### src/modbus_read_response_checker_unit_defines.svh
// assertion macros for the modbus read response checker
// no dependencies; included by the files that carry assertions
`ifndef MODBUS_READ_RESPONSE_CHECKER_UNIT_DEFINES_SVH
`define MODBUS_READ_RESPONSE_CHECKER_UNIT_DEFINES_SVH

`ifndef NO_ASSERTIONS
`define MRRC_ASSERT(lbl, clk, rst_n, prop) \
    lbl: assert property (@(posedge clk) disable iff (!rst_n) prop) \
        else $error("assertion failed");
`define MRRC_ASSERT_ALWAYS(lbl, clk, prop) \
    lbl: assert property (@(posedge clk) prop) \
        else $error("assertion failed");
`else
`define MRRC_ASSERT(lbl, clk, rst_n, prop)
`define MRRC_ASSERT_ALWAYS(lbl, clk, prop)
`endif

`endif

### src/mrrc_pkg.sv
// shared types, constants and the crc byte fold for the response checker
// no dependencies
package mrrc_pkg;

    localparam logic [7:0]  FUNC_READ_HOLDING = 8'h03;
    localparam logic [15:0] CRC_INIT          = 16'hFFFF;
    localparam logic [15:0] CRC_POLY          = 16'hA001;
    localparam logic [7:0]  DEV_ADDR_RESET    = 8'h1A;
    localparam logic [3:0]  EXP_CNT_RESET     = 4'd2;

    localparam logic CFG_DEV_ADDR = 1'b0;
    localparam logic CFG_EXP_CNT  = 1'b1;

    typedef enum logic [1:0] {
        ST_OK  = 2'd0,
        ST_HDR = 2'd1,
        ST_CRC = 2'd2
    } t_status;

    typedef struct packed {
        logic latch;
        logic seed;
        logic step;
        logic clr_k;
        logic rd;
        logic load_word;
        logic load_err;
    } t_dp_cmd;

    typedef struct packed {
        logic pos_zero;
        logic frame_end;
        logic bad;
        logic drain_last;
        logic out_free;
    } t_dp_stat;

    function automatic logic [15:0] crc_fold(input logic [15:0] c, input logic [7:0] b);
        logic [15:0] v;
        v = c ^ {8'h00, b};
        for (int k = 0; k < 8; k++) begin
            v = v[0] ? ((v >> 1) ^ CRC_POLY) : (v >> 1);
        end
        return v;
    endfunction

endpackage

### src/mrrc_ctrl.sv
// controller state machine for the response checker
// depends on mrrc_pkg
module mrrc_ctrl
    import mrrc_pkg::*;
(
    input  logic     i_clk,
    input  logic     i_rst_n,
    input  logic     i_s_tvalid,
    input  logic     i_start,
    input  t_dp_stat i_stat,
    output logic     o_s_tready,
    output t_dp_cmd  o_cmd
);

    typedef enum logic [2:0] {
        S_IDLE,
        S_SEED,
        S_BYTE,
        S_END,
        S_ERR,
        S_READ,
        S_LOAD
    } t_state;

    t_state r_state;
    t_state n_state;

    always_comb begin
        n_state = r_state;
        o_cmd   = '0;
        case (r_state)
            S_IDLE: begin
                if (i_s_tvalid) begin
                    o_cmd.latch = 1'b1;
                    if (i_start) begin
                        n_state = S_SEED;
                    end else if (!i_stat.pos_zero) begin
                        n_state = S_BYTE;
                    end
                end
            end
            S_SEED: begin
                o_cmd.seed = 1'b1;
                n_state    = S_BYTE;
            end
            S_BYTE: begin
                o_cmd.step = 1'b1;
                n_state    = i_stat.frame_end ? S_END : S_IDLE;
            end
            S_END: begin
                if (i_stat.bad) begin
                    n_state = S_ERR;
                end else begin
                    o_cmd.clr_k = 1'b1;
                    n_state     = S_READ;
                end
            end
            S_ERR: begin
                if (i_stat.out_free) begin
                    o_cmd.load_err = 1'b1;
                    n_state        = S_IDLE;
                end
            end
            S_READ: begin
                o_cmd.rd = 1'b1;
                n_state  = S_LOAD;
            end
            S_LOAD: begin
                if (i_stat.out_free) begin
                    o_cmd.load_word = 1'b1;
                    n_state         = i_stat.drain_last ? S_IDLE : S_READ;
                end
            end
            default: n_state = S_IDLE;
        endcase
    end

    always_ff @(posedge i_clk) begin
        if (!i_rst_n) begin
            r_state <= S_IDLE;
        end else begin
            r_state <= n_state;
        end
    end

    assign o_s_tready = (r_state == S_IDLE);

endmodule

### src/mrrc_dp.sv
// datapath: config registers, crc, frame position, word store and output register
// depends on mrrc_pkg and the assertion macro header
`include "modbus_read_response_checker_unit_defines.svh"

module mrrc_dp
    import mrrc_pkg::*;
#(
    parameter int MAX_REGS = 8
) (
    input  logic        i_clk,
    input  logic        i_rst_n,
    input  logic        i_cfg_we,
    input  logic        i_cfg_idx,
    input  logic [7:0]  i_cfg_data,
    input  logic [7:0]  i_rx_byte,
    input  t_dp_cmd     i_cmd,
    input  logic        i_m_tready,
    output t_dp_stat    o_stat,
    output logic        o_m_tvalid,
    output logic [23:0] o_m_tdata,
    output logic        o_m_tlast
);

    localparam int NW       = $clog2(MAX_REGS + 1);
    localparam int IW       = (MAX_REGS > 1) ? $clog2(MAX_REGS) : 1;
    localparam int PW       = $clog2(2 * MAX_REGS + 4);
    localparam int LAST_MAX = 2 * MAX_REGS + 3;

    logic [7:0]    r_dev_addr;
    logic [3:0]    r_exp_cnt;
    logic [7:0]    r_byte;
    logic [15:0]   r_crc;
    logic [PW-1:0] r_pos;
    logic          r_hdr;
    logic [7:0]    r_low;
    logic [NW-1:0] r_k;
    logic [15:0]   r_mem [MAX_REGS];
    logic [15:0]   r_rd_word;
    logic          r_out_valid;
    logic [15:0]   r_out_word;
    logic [2:0]    r_out_idx;
    t_status       r_out_status;
    logic          r_out_last;

    logic          w_count_bad;
    logic [NW-1:0] w_n;
    logic [PW-1:0] w_last_pos;
    logic [PW-1:0] w_off;
    logic          w_in_data;
    logic          w_wr_en;
    logic [IW-1:0] w_wr_idx;
    logic          w_frame_end;
    logic          w_hdr_fail;

    always_comb begin
        w_count_bad = (r_exp_cnt == 4'd0) || (32'(r_exp_cnt) > MAX_REGS);
        if (r_exp_cnt == 4'd0) begin
            w_n = NW'(1);
        end else if (w_count_bad) begin
            w_n = NW'(MAX_REGS);
        end else begin
            w_n = NW'(r_exp_cnt);
        end
        w_last_pos  = PW'({w_n, 1'b0}) + PW'(3);
        w_off       = r_pos - PW'(2);
        w_in_data   = (r_pos >= PW'(2)) && (r_pos < (w_last_pos - PW'(1)));
        w_wr_en     = i_cmd.step && w_in_data && w_off[0];
        w_wr_idx    = IW'(w_off >> 1);
        w_frame_end = (r_pos >= w_last_pos);
        w_hdr_fail  = 1'b0;
        if (r_pos == PW'(0)) begin
            w_hdr_fail = (r_byte != FUNC_READ_HOLDING);
        end else if (r_pos == PW'(1)) begin
            w_hdr_fail = w_count_bad || (r_byte != {3'b000, r_exp_cnt, 1'b0});
        end
    end

    // control state
    always_ff @(posedge i_clk) begin
        if (!i_rst_n) begin
            r_dev_addr  <= DEV_ADDR_RESET;
            r_exp_cnt   <= EXP_CNT_RESET;
            r_pos       <= '0;
            r_hdr       <= 1'b0;
            r_out_valid <= 1'b0;
        end else begin
            if (i_cfg_we) begin
                case (i_cfg_idx)
                    CFG_DEV_ADDR: r_dev_addr <= i_cfg_data;
                    CFG_EXP_CNT:  r_exp_cnt  <= i_cfg_data[3:0];
                    default:      r_exp_cnt  <= r_exp_cnt;
                endcase
            end
            if (i_cmd.seed) begin
                r_pos <= '0;
                r_hdr <= 1'b0;
            end else if (i_cmd.step) begin
                r_pos <= w_frame_end ? '0 : r_pos + PW'(1);
                if (w_hdr_fail) begin
                    r_hdr <= 1'b1;
                end
            end
            if (i_cmd.load_word || i_cmd.load_err) begin
                r_out_valid <= 1'b1;
            end else if (i_m_tready) begin
                r_out_valid <= 1'b0;
            end
        end
    end

    // payload
    always_ff @(posedge i_clk) begin
        if (i_cmd.latch) begin
            r_byte <= i_rx_byte;
        end
        if (i_cmd.seed) begin
            r_crc <= crc_fold(CRC_INIT, r_dev_addr);
        end else if (i_cmd.step) begin
            r_crc <= crc_fold(r_crc, r_byte);
        end
        if (i_cmd.step && w_in_data && !w_off[0]) begin
            r_low <= r_byte;
        end
        if (i_cmd.clr_k) begin
            r_k <= '0;
        end else if (i_cmd.load_word) begin
            r_k <= r_k + NW'(1);
        end
        if (i_cmd.load_err) begin
            r_out_word   <= '0;
            r_out_idx    <= '0;
            r_out_status <= r_hdr ? ST_HDR : ST_CRC;
            r_out_last   <= 1'b1;
        end else if (i_cmd.load_word) begin
            r_out_word   <= r_rd_word;
            r_out_idx    <= 3'(r_k);
            r_out_status <= ST_OK;
            r_out_last   <= o_stat.drain_last;
        end
    end

    // word store
    always_ff @(posedge i_clk) begin
        if (w_wr_en) begin
            r_mem[w_wr_idx] <= {r_byte, r_low};
        end
        if (i_cmd.rd) begin
            r_rd_word <= r_mem[IW'(r_k)];
        end
    end

    always_comb begin
        o_stat.pos_zero   = (r_pos == '0);
        o_stat.frame_end  = w_frame_end;
        o_stat.bad        = r_hdr || (r_crc != 16'h0000);
        o_stat.drain_last = (({1'b0, r_k} + (NW + 1)'(1)) == {1'b0, w_n});
        o_stat.out_free   = !r_out_valid || i_m_tready;
    end

    assign o_m_tvalid = r_out_valid;
    assign o_m_tdata  = {3'b000, r_out_status, r_out_idx, r_out_word};
    assign o_m_tlast  = r_out_last;

    `MRRC_ASSERT(a_pos_bound, i_clk, i_rst_n, (32'(r_pos) <= LAST_MAX))
    `MRRC_ASSERT(a_one_load, i_clk, i_rst_n, !(i_cmd.load_word && i_cmd.load_err))
    `MRRC_ASSERT(a_load_free, i_clk, i_rst_n,
        (i_cmd.load_word || i_cmd.load_err) |-> o_stat.out_free)
    `MRRC_ASSERT(a_err_shape, i_clk, i_rst_n,
        (r_out_valid && (r_out_status != ST_OK)) |-> (r_out_last && (r_out_word == 16'h0000)))

endmodule

### src/modbus_read_response_checker_unit.sv
// each byte is latched in idle, then folded; a frame-start byte gets an address seed first
// after the last crc byte: end, then the error state loads the error item, or the read and load
// states load each word item in turn (store read) while the receiver keeps up
// output register lets the next frame's bytes be taken while the final item waits downstream
// synchronous active-low reset: idle, position cleared, address 0x1A, register count 2
// depends on mrrc_pkg, mrrc_ctrl, mrrc_dp
module modbus_read_response_checker_unit
    import mrrc_pkg::*;
#(
    parameter int MAX_REGS = 8
) (
    input  logic        i_clk,
    input  logic        i_rst_n,
    input  logic        i_cfg_we,
    input  logic        i_cfg_idx,
    input  logic [7:0]  i_cfg_data,
    input  logic        i_s_tvalid,
    output logic        o_s_tready,
    input  logic [7:0]  i_s_tdata,  // rx_byte
    input  logic        i_s_tuser,  // frame_start
    output logic        o_m_tvalid,
    input  logic        i_m_tready,
    output logic [23:0] o_m_tdata,  // reg_word, reg_index, status, zero fill
    output logic        o_m_tlast   // last
);

    t_dp_cmd  w_cmd;
    t_dp_stat w_stat;

    mrrc_ctrl u_ctrl (
        .i_clk      (i_clk),
        .i_rst_n    (i_rst_n),
        .i_s_tvalid (i_s_tvalid),
        .i_start    (i_s_tuser),
        .i_stat     (w_stat),
        .o_s_tready (o_s_tready),
        .o_cmd      (w_cmd)
    );

    mrrc_dp #(
        .MAX_REGS (MAX_REGS)
    ) u_dp (
        .i_clk      (i_clk),
        .i_rst_n    (i_rst_n),
        .i_cfg_we   (i_cfg_we),
        .i_cfg_idx  (i_cfg_idx),
        .i_cfg_data (i_cfg_data),
        .i_rx_byte  (i_s_tdata),
        .i_cmd      (w_cmd),
        .i_m_tready (i_m_tready),
        .o_stat     (w_stat),
        .o_m_tvalid (o_m_tvalid),
        .o_m_tdata  (o_m_tdata),
        .o_m_tlast  (o_m_tlast)
    );

endmodule

### config.mk
export PLATFORM = sky130hd
export DESIGN_NAME = modbus_read_response_checker_unit
export DESIGN_NICKNAME = d
export VERILOG_FILES = /design/src/mrrc_pkg.sv /design/src/mrrc_ctrl.sv /design/src/mrrc_dp.sv /design/src/modbus_read_response_checker_unit.sv
export VERILOG_INCLUDE_DIRS = /design/src /design/src/src
export SDC_FILE = /design/constraint.sdc
export NUM_CORES = 1
export LEC_CHECK = 0
export BUFFER_PORTS_ARGS = -buffer_cell sky130_fd_sc_hd__buf_4
export CAP_MARGIN = 20
export CELL_PAD_IN_SITES_DETAIL_PLACEMENT = 0
export CELL_PAD_IN_SITES_GLOBAL_PLACEMENT = 1
export CORE_MARGIN = 2
export CORE_UTILIZATION = 45
export DETAILED_ROUTE_END_ITERATION = 12
export HOLD_SLACK_MARGIN = 0.06
export PLACE_DENSITY_LB_ADDON = 0.1
export RECOVER_POWER = 25
export SLEW_MARGIN = 10
export SYNTH_ARGS = -nofsm -noshare
export SYNTH_HDL_FRONTEND = slang
export SYNTH_SLANG_ARGS = --single-unit
export TNS_END_PERCENT = 5
### constraint.sdc
create_clock -name i_clk -period 6.4 [get_ports i_clk]
set_input_delay 0.96 -clock i_clk [delete_from_list [all_inputs] [get_ports i_clk]]
set_output_delay 0.96 -clock i_clk [all_outputs]
set_load 0.005 [all_outputs]
# Yosys cells after proc, flatten, opt, wreduce, memory -nomap -nowiden

Memory sizes are Yosys's and may differ from the RTL's. A register that Yosys moved wholly into a read port is not among the register bits.
Cells that the tools add are included.

Register bits: 80
Bits in writable memories: 128
Input port bits: 23
Memories: 1

Memory list:

| name       | depth | bits a word | read ports | clocked after Yosys merged registers in | wr ports | line          | source |
|---|---|---|---|---|---|---|---|
| u_dp.r_mem | 8     | 16          | 1          | 1                                       | 1        | mrrc_dp.sv:37 | `logic [15:0] r_mem [MAX_REGS];` |

$add $sub $neg: 6
$lt $le $gt $ge: 4
Eq/ne operators: 14
Mux-type cells: 49
Bitwise operators: 20
Reduce and logical (&&, ||, !) cells: 23

Operators with widths:

| operator                                                                             | count |
|---|---|
| 16-bit 2-to-1 mux                                                                    | 18 |
| 2-bit inverter with 3-bit output                                                     | 16 |
| 3-bit case mux with 7 select lines                                                   | 1 |
| 3-bit 2-to-1 mux                                                                     | 6 |
| 1-bit 2-to-1 mux                                                                     | 17 |
| 8-bit inverter with 16-bit output                                                    | 1 |
| 16-bit nonzero test                                                                  | 1 |
| 16-bit by 8-bit XOR with 16-bit output                                               | 1 |
| 3-bit == test (second input constant)                                                | 3 |
| 2-bit 2-to-1 mux                                                                     | 4 |
| 4-bit 2-to-1 mux                                                                     | 2 |
| 8-bit by 2-bit inequality test with 1-bit output (second input constant)             | 1 |
| 8-bit by 5-bit inequality test with 1-bit output                                     | 1 |
| 3-bit by 2-bit == test with 1-bit output (second input constant)                     | 2 |
| 2-bit AND reduction                                                                  | 3 |
| 2-bit nonzero test                                                                   | 3 |
| 4-bit by 1-bit adder with 5-bit output (second input constant)                       | 1 |
| 5-bit by 1-bit adder with 5-bit output (second input constant)                       | 1 |
| 5-bit by 2-bit adder with 5-bit output (second input constant)                       | 1 |
| 5-bit by 1-bit == test with 1-bit output (second input constant)                     | 1 |
| 5-bit by 4-bit == test with 1-bit output                                             | 1 |
| 5-bit by 2-bit greater-or-equal comparator with 1-bit output (second input constant) | 1 |
| 5-bit greater-or-equal comparator                                                    | 1 |
| 5-bit zero test                                                                      | 1 |
| 18 further kinds                                                                     | 28 |

# Logic depth before layout (Yosys ltp)

Gate-level depths: netlist of the first run.

Depth after elaboration: 19
Mapped depth: 10
Depth with buffers taken out: 10

# Cells and area by module

A second synthesis of the first run with hierarchy kept.

Cell total of the unflattened synthesis: 602
Area total of the unflattened synthesis: 9,374.0 um2

By module, submodules not included:

| module    | instances | cells each | area each (um2) | sequential area each (um2) |
|---|---|---|---|---|
| mrrc_dp   | 1         | 562        | 9,058.7         | 6,206.0 |
| mrrc_ctrl | 1         | 40         | 315.3           | 60.1 |

# Worst setup path before layout of the first run

Ideal clock, no wire load.

Kind: register to register
Start point: register u_dp.r_exp_cnt[1]
End point: memory u_dp.r_mem[3][0] (enable)
Arrival: 3.100 ns
Data required time: 5.991 ns
Path slack: 2.890 ns
Stages on the path, launching flop included: 11
Period minus slack after synthesis: 3.510 ns
Cell sequence: dfxtp_1 nor2_1 o21ba_2 ha_1 inv_1 ha_1 a21oi_1 nor2_1 a311oi_1 nand3_1 nor3_1

Cells in the longest elaborated chain, start to end: 12

Ends and longest elaborated chain:

| element                                                          | line                         | source |
|---|---|---|
| start: declaration                                               | mrrc_dp.sv:30                | `logic [3:0] r_exp_cnt;` |
| start signal: assignment                                         | mrrc_dp.sv:90                | `CFG_EXP_CNT: r_exp_cnt <= i_cfg_data[3:0];` |
| start signal: assignment                                         | mrrc_dp.sv:91                | `default: r_exp_cnt <= r_exp_cnt;` |
| 4-bit greater-than comparator or 4-bit zero test (tied branches) | mrrc_dp.sv:56, mrrc_dp.sv:57 |  |
| 1-bit logical OR                                                 | mrrc_dp.sv:56                | `w_count_bad = (r_exp_cnt == 4'd0) \|\| (32'(r_exp_cnt) > MAX_REGS);` |
| 4-bit 2-to-1 mux                                                 | mrrc_dp.sv:59                | `end else if (w_count_bad) begin` |
| 4-bit 2-to-1 mux *                                               | mrrc_dp.sv:57                | `if (r_exp_cnt == 4'd0) begin` |
| 5-bit by 2-bit adder with 5-bit output *                         | mrrc_dp.sv:64                | `w_last_pos = PW'({w_n, 1'b0}) + PW'(3);` |
| 5-bit by 1-bit subtractor with 5-bit output *                    | mrrc_dp.sv:66                | `w_in_data = (r_pos >= PW'(2)) && (r_pos < (w_last_pos - PW'(1)));` |
| 5-bit less-than comparator *                                     | mrrc_dp.sv:66                |  |
| 1-bit logical AND *                                              | mrrc_dp.sv:66                |  |
| 1-bit logical AND * (2 in series)                                | mrrc_dp.sv:67                | `w_wr_en = i_cmd.step && w_in_data && w_off[0];` |
| 1-bit 2-to-1 mux *                                               | mrrc_dp.sv:144               | `if (w_wr_en) begin` |
| 1-bit 2-to-1 mux (not written as such) *                         | mrrc_dp.sv:145               | `r_mem[w_wr_idx] <= {r_byte, r_low};` |
| end: declaration                                                 | mrrc_dp.sv:37                |  |

Every way passes the cells marked *; elsewhere a longest branch is shown, timed or not.

# Worst setup path after layout of the first run

Start point: register u_dp.r_exp_cnt[1]
End point: memory u_dp.r_mem[7][2] (enable)

Same word-level chain as after synthesis.

==> impl_results.md, run 1 <==
- # H-tree levels: 1
- Hold Buf Count CTS: 0
- Initial antenna violation count: 0
- Yosys reg bits: 224
- Post-DRT Antenna Nets: 0
- Yosys cell types: 44
- Register clock-pin slew on the reported worst setup and hold paths: 0.06 ns
- Slew HR: 0.349
- Area occupied by registers: 6270 sq um
- Routed wire per std cell: 20.4 microns
- Slowest-stage cell, CP: nor3_2
- CTS sink cnt: 224
- DR vias/cell: 5.35
- Top cell type's share of synthesized area: 0.588
- CTS buffer count: 24
- Synth top cells by count: edfxtp_1, nand2_1, dfxtp_1
- TritonCTS clock tree: yes
- Worst-path cell chain: nor2_1 > o21ba_2 > ha_1 > inv_1 > ha_1 > a21oi_1 > nor2_1 > a311oi_1 > nand3_1 > nor3_2 > buf_6
- WP data required: 6.61 ns
- Worst Clk Skew: 0.0138 ns
- CP arrival: 3.38 ns
- Synth top area cells: edfxtp_1, dfxtp_1, mux4_2, nand2_1, xnor2_1
- Setup crit start kind: flip-flop
- Core Box Area: between 15000 and 20000 sq um
- Fin crit period: 3.17 ns
- Kind of end point of the critical path: flip-flop
- Total die area: 21400 sq um
- Root Driver: clkbuf_16
- Async set-reset flop share out of synthesis: 0
- Nets: 709
- Critical path fanouts, max: 10
- Worst skew pair latency: 0.50 ns
- Share of cells above drive strength 1: 0.214
- Post-CTS Setup Bufs: 0
- Via count: between 5k and 6k
- Cell Rows: 51
- Syn_area_per_cell: 14.9 sq um
- Worst Path Buf+Inv: 2
- Final-layout fill cell count: 1647
- Top_reg_cell synth: edfxtp_1
- Iter 0 DRT Violations: between 400 and 500
- First-pass GRT wire length: 30.6 mm
- Fmax: 0.315 GHz
- VDD IR max: 0.000264 V
- Setup_tns: 0 ns
- Overall routing resource usage: 0.187
- Synth Instances: about 600
- Num ports: 50
- Number of max-cap violations: 0
- Multi-input logic area: 2710 sq um
- Synthesized area: between 9000 and 10000 sq um
- Top-count cell post-synth: edfxtp_1
- Starting Density: 0.463
- Final wirelength: 19.5 mm
- Least-Margin Pin Slew: 0.976 ns
- Largest net degree at the start of global routing: 38
- Die H: 146 microns
- Final Hold Viols: 0
- Die width: 146 microns
- Top cell type by total area after synthesis: edfxtp_1
- Kind of critical path: flip-flop to flip-flop
- Ant. Diodes: 0
- Post-synth EDFFs: 178
- Worst slack, placed: about 2.9 ns
- Clock Path Buffers: 3
- Worst min path class: flip-flop to flip-flop
- Power Total: 3.35 mW
- Setup violators final: 0
- Vias in the first global route: 5164
- Pwr per Cell Area: 317 nW/um^2
- Post-route setup slack: 3.23 ns
- IO Port Bufs: 46
- Total leakage power: 3.68 nW
- Top delay family on crit path: simple AND/OR/NAND/NOR gates
- Fin util: 0.538
- Synth warnings: 0
- DRC viols: 0
- DRT Pass-1 Iters: 5
- Status: finished clean
- Gpl congestion: 0.838
- PostCTS Resize Cnt: 0
- DP HPWL: 13.0 mm
- Period utilization: 0.496
- Total grt overflow: 0
- Slowest stage delay, CP: 0.52 ns
- Sequential share of the synthesized area: 0.689
- Synth-to-layout area growth: 16.2%
- RSZ-0062 raised after global routing: no
- Final Max Slew Viols: 0
-- tightest hold or removal path, delay by kind of cell (launching register included) --
| kind | cells | cell delay [ns] |
|---|---|---|
| flops | 1 | 0.30 |
| simple gates | 2 | 0.09 |
-- routing by layer --
metal | track usage | vias up | wire [microns]
li1 | - | 2379 | -
met1 | 0.292 | 2591 | 9340
met2 | 0.288 | 128 | 8960
met3 | 0.0241 | 21 | 994
met4 | 0.0311 | 0 | 208
met5 | 0 | - | 0
-- stage by stage --
step	area, sq um	instances	hold WS, ns
floorplan	9100	611	0.434
global placement	9790	909	0.425
detailed placement	9800	910	0.430
CTS	10500	954	0.438
global route	10600	956	0.453
finish	10600	956	0.433
-- cell usage in the layout, fill, tap and decap left out, types with 2 or more instances in the layout --
| master | count |
|---|---|
| inv_1 | 7 |
| nor3_2 | 4 |
| nand2b_1 | 11 |
| mux2_2 | 16 |
| clkbuf_1 | 10 |
| xnor2_1 | 30 |
| clkbuf_4 | 8 |
| nor4_1 | 4 |
| clkinv_1 | 6 |
| a31oi_1 | 3 |
| xor2_1 | 18 |
| o21ai_0 | 9 |
| and2_1 | 3 |
| bufinv_16 | 2 |
| edfxtp_1 | 178 |
| a21oi_1 | 24 |
| a21o_1 | 2 |
| conb_1 | 3 |
| and2b_1 | 2 |
| clkinv_2 | 5 |
| nand2_1 | 83 |
| ha_1 | 13 |
| dfxtp_1 | 45 |
| clkbuf_16 | 24 |
| or3_1 | 3 |
| nor3_1 | 6 |
| mux4_2 | 32 |
| nor2b_1 | 7 |
| buf_4 | 50 |
| nand4_1 | 2 |
| nand3_1 | 36 |
| nor2_1 | 26 |
-- report_power, final --
group	switching, mW	internal [mW]
clock network	0.530	0.772
logic	0.191	0.175
registers	0.0423	1.64
total	0.763	2.59
-- cells by family after synthesis --
family / after synthesis / synth area share
DFF: 224 / 0.689
other: 1 / 0.000412
muxes: 48 / 0.0991
buffers and inverters: 35 / 0.0161
and+or+nand+nor: 192 / 0.0970
xor gates and xnor gates: 50 / 0.0506
AOI/OAI and AO/OA: 46 / 0.0296
adders and majority gates: 13 / 0.0179
-- worst paths after layout --
kind	depth (start not counted)	from	end	slack (ns)
worst min register to register	2	u_dp.r_out_word[12]	u_dp.r_out_word[12]	0.43
worst min-delay path	2	u_dp.r_out_word[12]	u_dp.r_out_word[12]	0.43
worst max-delay path	11	u_dp.r_exp_cnt[1]	u_dp.r_mem[7][2]	3.23
worst max register to register	11	u_dp.r_exp_cnt[1]	u_dp.r_mem[7][2]	3.23
-- flip-flops by register name, summed over array words and instances, names as in the netlist, 2 cells and up --
name	count
u_dp.r_pos	5
u_dp.r_dev_addr	8
u_dp.r_out_word	16
u_dp.r_mem	128
u_dp.r_exp_cnt	4
u_ctrl.r_state	3
u_dp.r_low	8
u_dp.r_byte	8
u_dp.r_out_status	2
u_dp.r_crc	16
u_dp.r_rd_word	16
u_dp.r_k	4
u_dp.r_out_idx	3
-- cell type report --
class | count | area share
clock inverters | 13 | 0.0114
flip-flops and latches | 224 | 0.593
clock buffers | 31 | 0.0593
inverters | 8 | 0.00284
well taps | 265 | 0.0314
multi-input cells | 352 | 0.256
repair buffers | 63 | 0.0459
Note: power is estimated with default switching activity, not from simulation.
==> run 2, diff against run 1 <==
Clock period 6.4 ns to 2.64 ns, I/O delays scaled along.
==> run 2 against run 1 <==
  * Largest power group unchanged
  * Final cell count up 2.9%
  * Highest routed layer unchanged
  * Global-route usage fell by 0.064 points
  * The flow now finishes with violations (negative setup slack)
  * Cell area increased by 4.2%
==> impl_results.md, run 2 (synthesized netlist as in run 1, its figures left out) <==
- Status: finished with violations
- Failing checks: negative setup slack
- Via count: 5316
- Slowest stage delay, CP: 0.37 ns
- Setup crit start kind: flip-flop
- Multi-input logic area: 2840 sq um
- Kind of end point of the critical path: flip-flop
- Fin crit period: 2.65 ns
- CTS buffer count: 24
- Worst hold slack: slightly below 0.1 ns
- Clock Path Buffers: 3
- TritonCTS clock tree: yes
- Overall routing resource usage: 0.186
- VDD IR max: 0.000509 V
- Post-DRT Antenna Nets: 0
- Setup_tns: -0.0441 ns
- CTS sink cnt: 224
- Iter 0 DRT Violations: 442
- Most common cell after layout, fill and taps aside: edfxtp_1
- Fmax: 0.378 GHz
- Die H: 146 microns
- Starting Density: 0.463
- DRT Pass-1 Iters: 4
- Vias in the first global route: ~5.2k
- Share of cells above drive strength 1: 0.270
- Int Pwr: 6.26 mW
- Sequential Power Share: 0.501
- DR vias/cell: ~5.4
- Synth-to-layout area growth: 21.1%
- Initial antenna violation count: 0
- Final Max Slew Viols: 0
- WP data required: roughly 2.9 ns
- Clock Power Share: 0.382
- CP arrival: 2.87 ns
- Fin util: 0.560
- Post-route setup slack: -0.00781 ns
- Kind of critical path: flip-flop to flip-flop
- DP HPWL: 13.6 mm
- First-pass GRT wire length: just over 30 mm
- Root Driver: clkbuf_16
- Slowest-stage cell, CP: dfxtp_4
- Non-Filler Instances: slightly below 1k
- Total die area: 21400 sq um
- RSZ-0062 raised after global routing: yes
- IO Port Bufs: 46
- Share of total power in combinational logic: 0.117
- Pwr per Cell Area: 738 nW/um^2
- Least-Margin Pin Slew: 0.570 ns
- Number of max-cap violations: 0
- Core Box Area: 19700 sq um
- Area occupied by registers: 6270 sq um
- Setup violators final: 8
- DRC viols: 0
- Final-layout fill cell count: 1656
- Die width: around 150 microns
- Max FFs per register: 128
- Reg with most FFs: u_dp.r_mem
- Ant. Diodes: 0
- Final Hold Viols: 0
- Slew HR: 0.620
- Largest net degree at the start of global routing: 36
- Placed Cells: 936
- Switching power: 1.87 mW
- Routed wire per std cell: 20.4 microns
- Num ports: 50
- Register clock-pin slew on the reported worst setup and hold paths: 0.06 ns
- Total grt overflow: 0
- Critical path fanouts, max: 8
- Gpl congestion: 0.841
- Nets: 738
- Worst-path cell chain: nor2_2 > o21ba_4 > ha_4 > xnor2_1 > ha_2 > nand2_1 > nor2_2 > a311oi_2 > buf_4 > nand3_4 > buf_6 > nor2_4 > clkbuf_16
- Worst Clk Skew: 0.0134 ns
- Final wirelength: between 20 and 25 mm
- Period utilization: 1.00
- Worst min path class: input pin to flip-flop
- Critical path's most frequent cell: nor2_2
- # H-tree levels: 1
- Worst skew pair latency: 0.50 ns
- Cell Rows: between 50 and 60
- Commonest cells after routing, fill and taps aside: edfxtp_1, nand2_1, buf_4, dfxtp_1, nand3_1
- Total leakage power: 3.84 nW
- Sw Ratio: 0.230
run 2: cell types whose count changed in the layout (fill, tap and decap cells not counted), sizes merged:
cell         before  now
buf              52   82
clkbuf           42   40
clkinv           12   10
dlygate4sd3       0    2
bufinv            2    1
clkinvlp          0    1
run 2: layer usage:
metal	routed length (microns)	share of wire	vias to the layer above	GRT usage
li1	-	-	2444	-
met1	9410	0.47	2706	0.277
met2	9430	0.47	146	0.297
met3	971	0.048	20	0.0313
met4	256	0.013	0	0.0330
met5	0	0	-	0
run 2: repair_timing:
| action | CTS | global route |
|---|---|---|
| pin swaps | 2 | 3 |
| endpoints found under the setup margin | 88 | 136 |
| setup buffers | 0 | 2 |
| gates resized for setup | 4 | 14 |
| hold buffers | 1 | 1 |
| hold endpoints to repair | 1 | 1 |
| gates cloned | 0 | 1 |
run 2: path summary, 6_finish.rpt:
kind / startpoint / endpoint / slack (ns) / depth (start not counted)
worst max register to register: u_dp.r_exp_cnt[1] / u_dp.r_mem[4][10] / -0.008 / 13
worst min-delay path: i_s_tdata[5] / u_dp.r_byte[5] / 0.1 / 1
worst max-delay path: u_dp.r_exp_cnt[1] / u_dp.r_mem[4][10] / -0.008 / 13
worst min register to register: u_dp.r_out_idx[1] / u_dp.r_out_idx[1] / 0.44 / 2
run 2: critical path: cells and delay by family, from the launching register on:
family / cells / cell delay, ns
AO/OA/AOI/OAI: 2 / 0.38
flip-flops: 1 / 0.37
XOR/XNOR: 1 / 0.15
buffers and inverters: 3 / 0.55
adder cells (fa/ha/maj): 2 / 0.44
AND/OR/NAND/NOR: 5 / 0.48
run 2: layout make-up:
type                    count  share of cell area
flip-flops and latches    224               0.570
clock inverters            11             0.00704
repair buffers             92              0.0735
clock buffers              32              0.0592
well taps                 265              0.0301
multi-input cells         352               0.258
inverters                   8             0.00273
run 2: metrics by stage:
stage | area (sq um) | worst slack [ns] | total power, mW
after global routing | 11000 | -0.112 | 8.44
after detailed placement | 10200 | -0.0558 | 5.08
final | 11000 | -0.00781 | 8.13
after CTS | 10900 | 0.00778 | 8.19
after global placement | 10200 | -0.0364 | 5.06
after floorplan | 9180 | -0.182 | 4.78
run 2: power groups by stage:
stage | sequential (mW) | clock (mW) | combinational, mW
2_1_floorplan | 4.12 | 0 | 0.663
3_3_place_gp | 4.14 | 0 | 0.921
3_5_place_dp | 4.14 | 0 | 0.940
4_1_cts | 4.07 | 3.18 | 0.943
5_1_grt | 4.08 | 3.32 | 1.04
6_report | 4.07 | 3.11 | 0.948
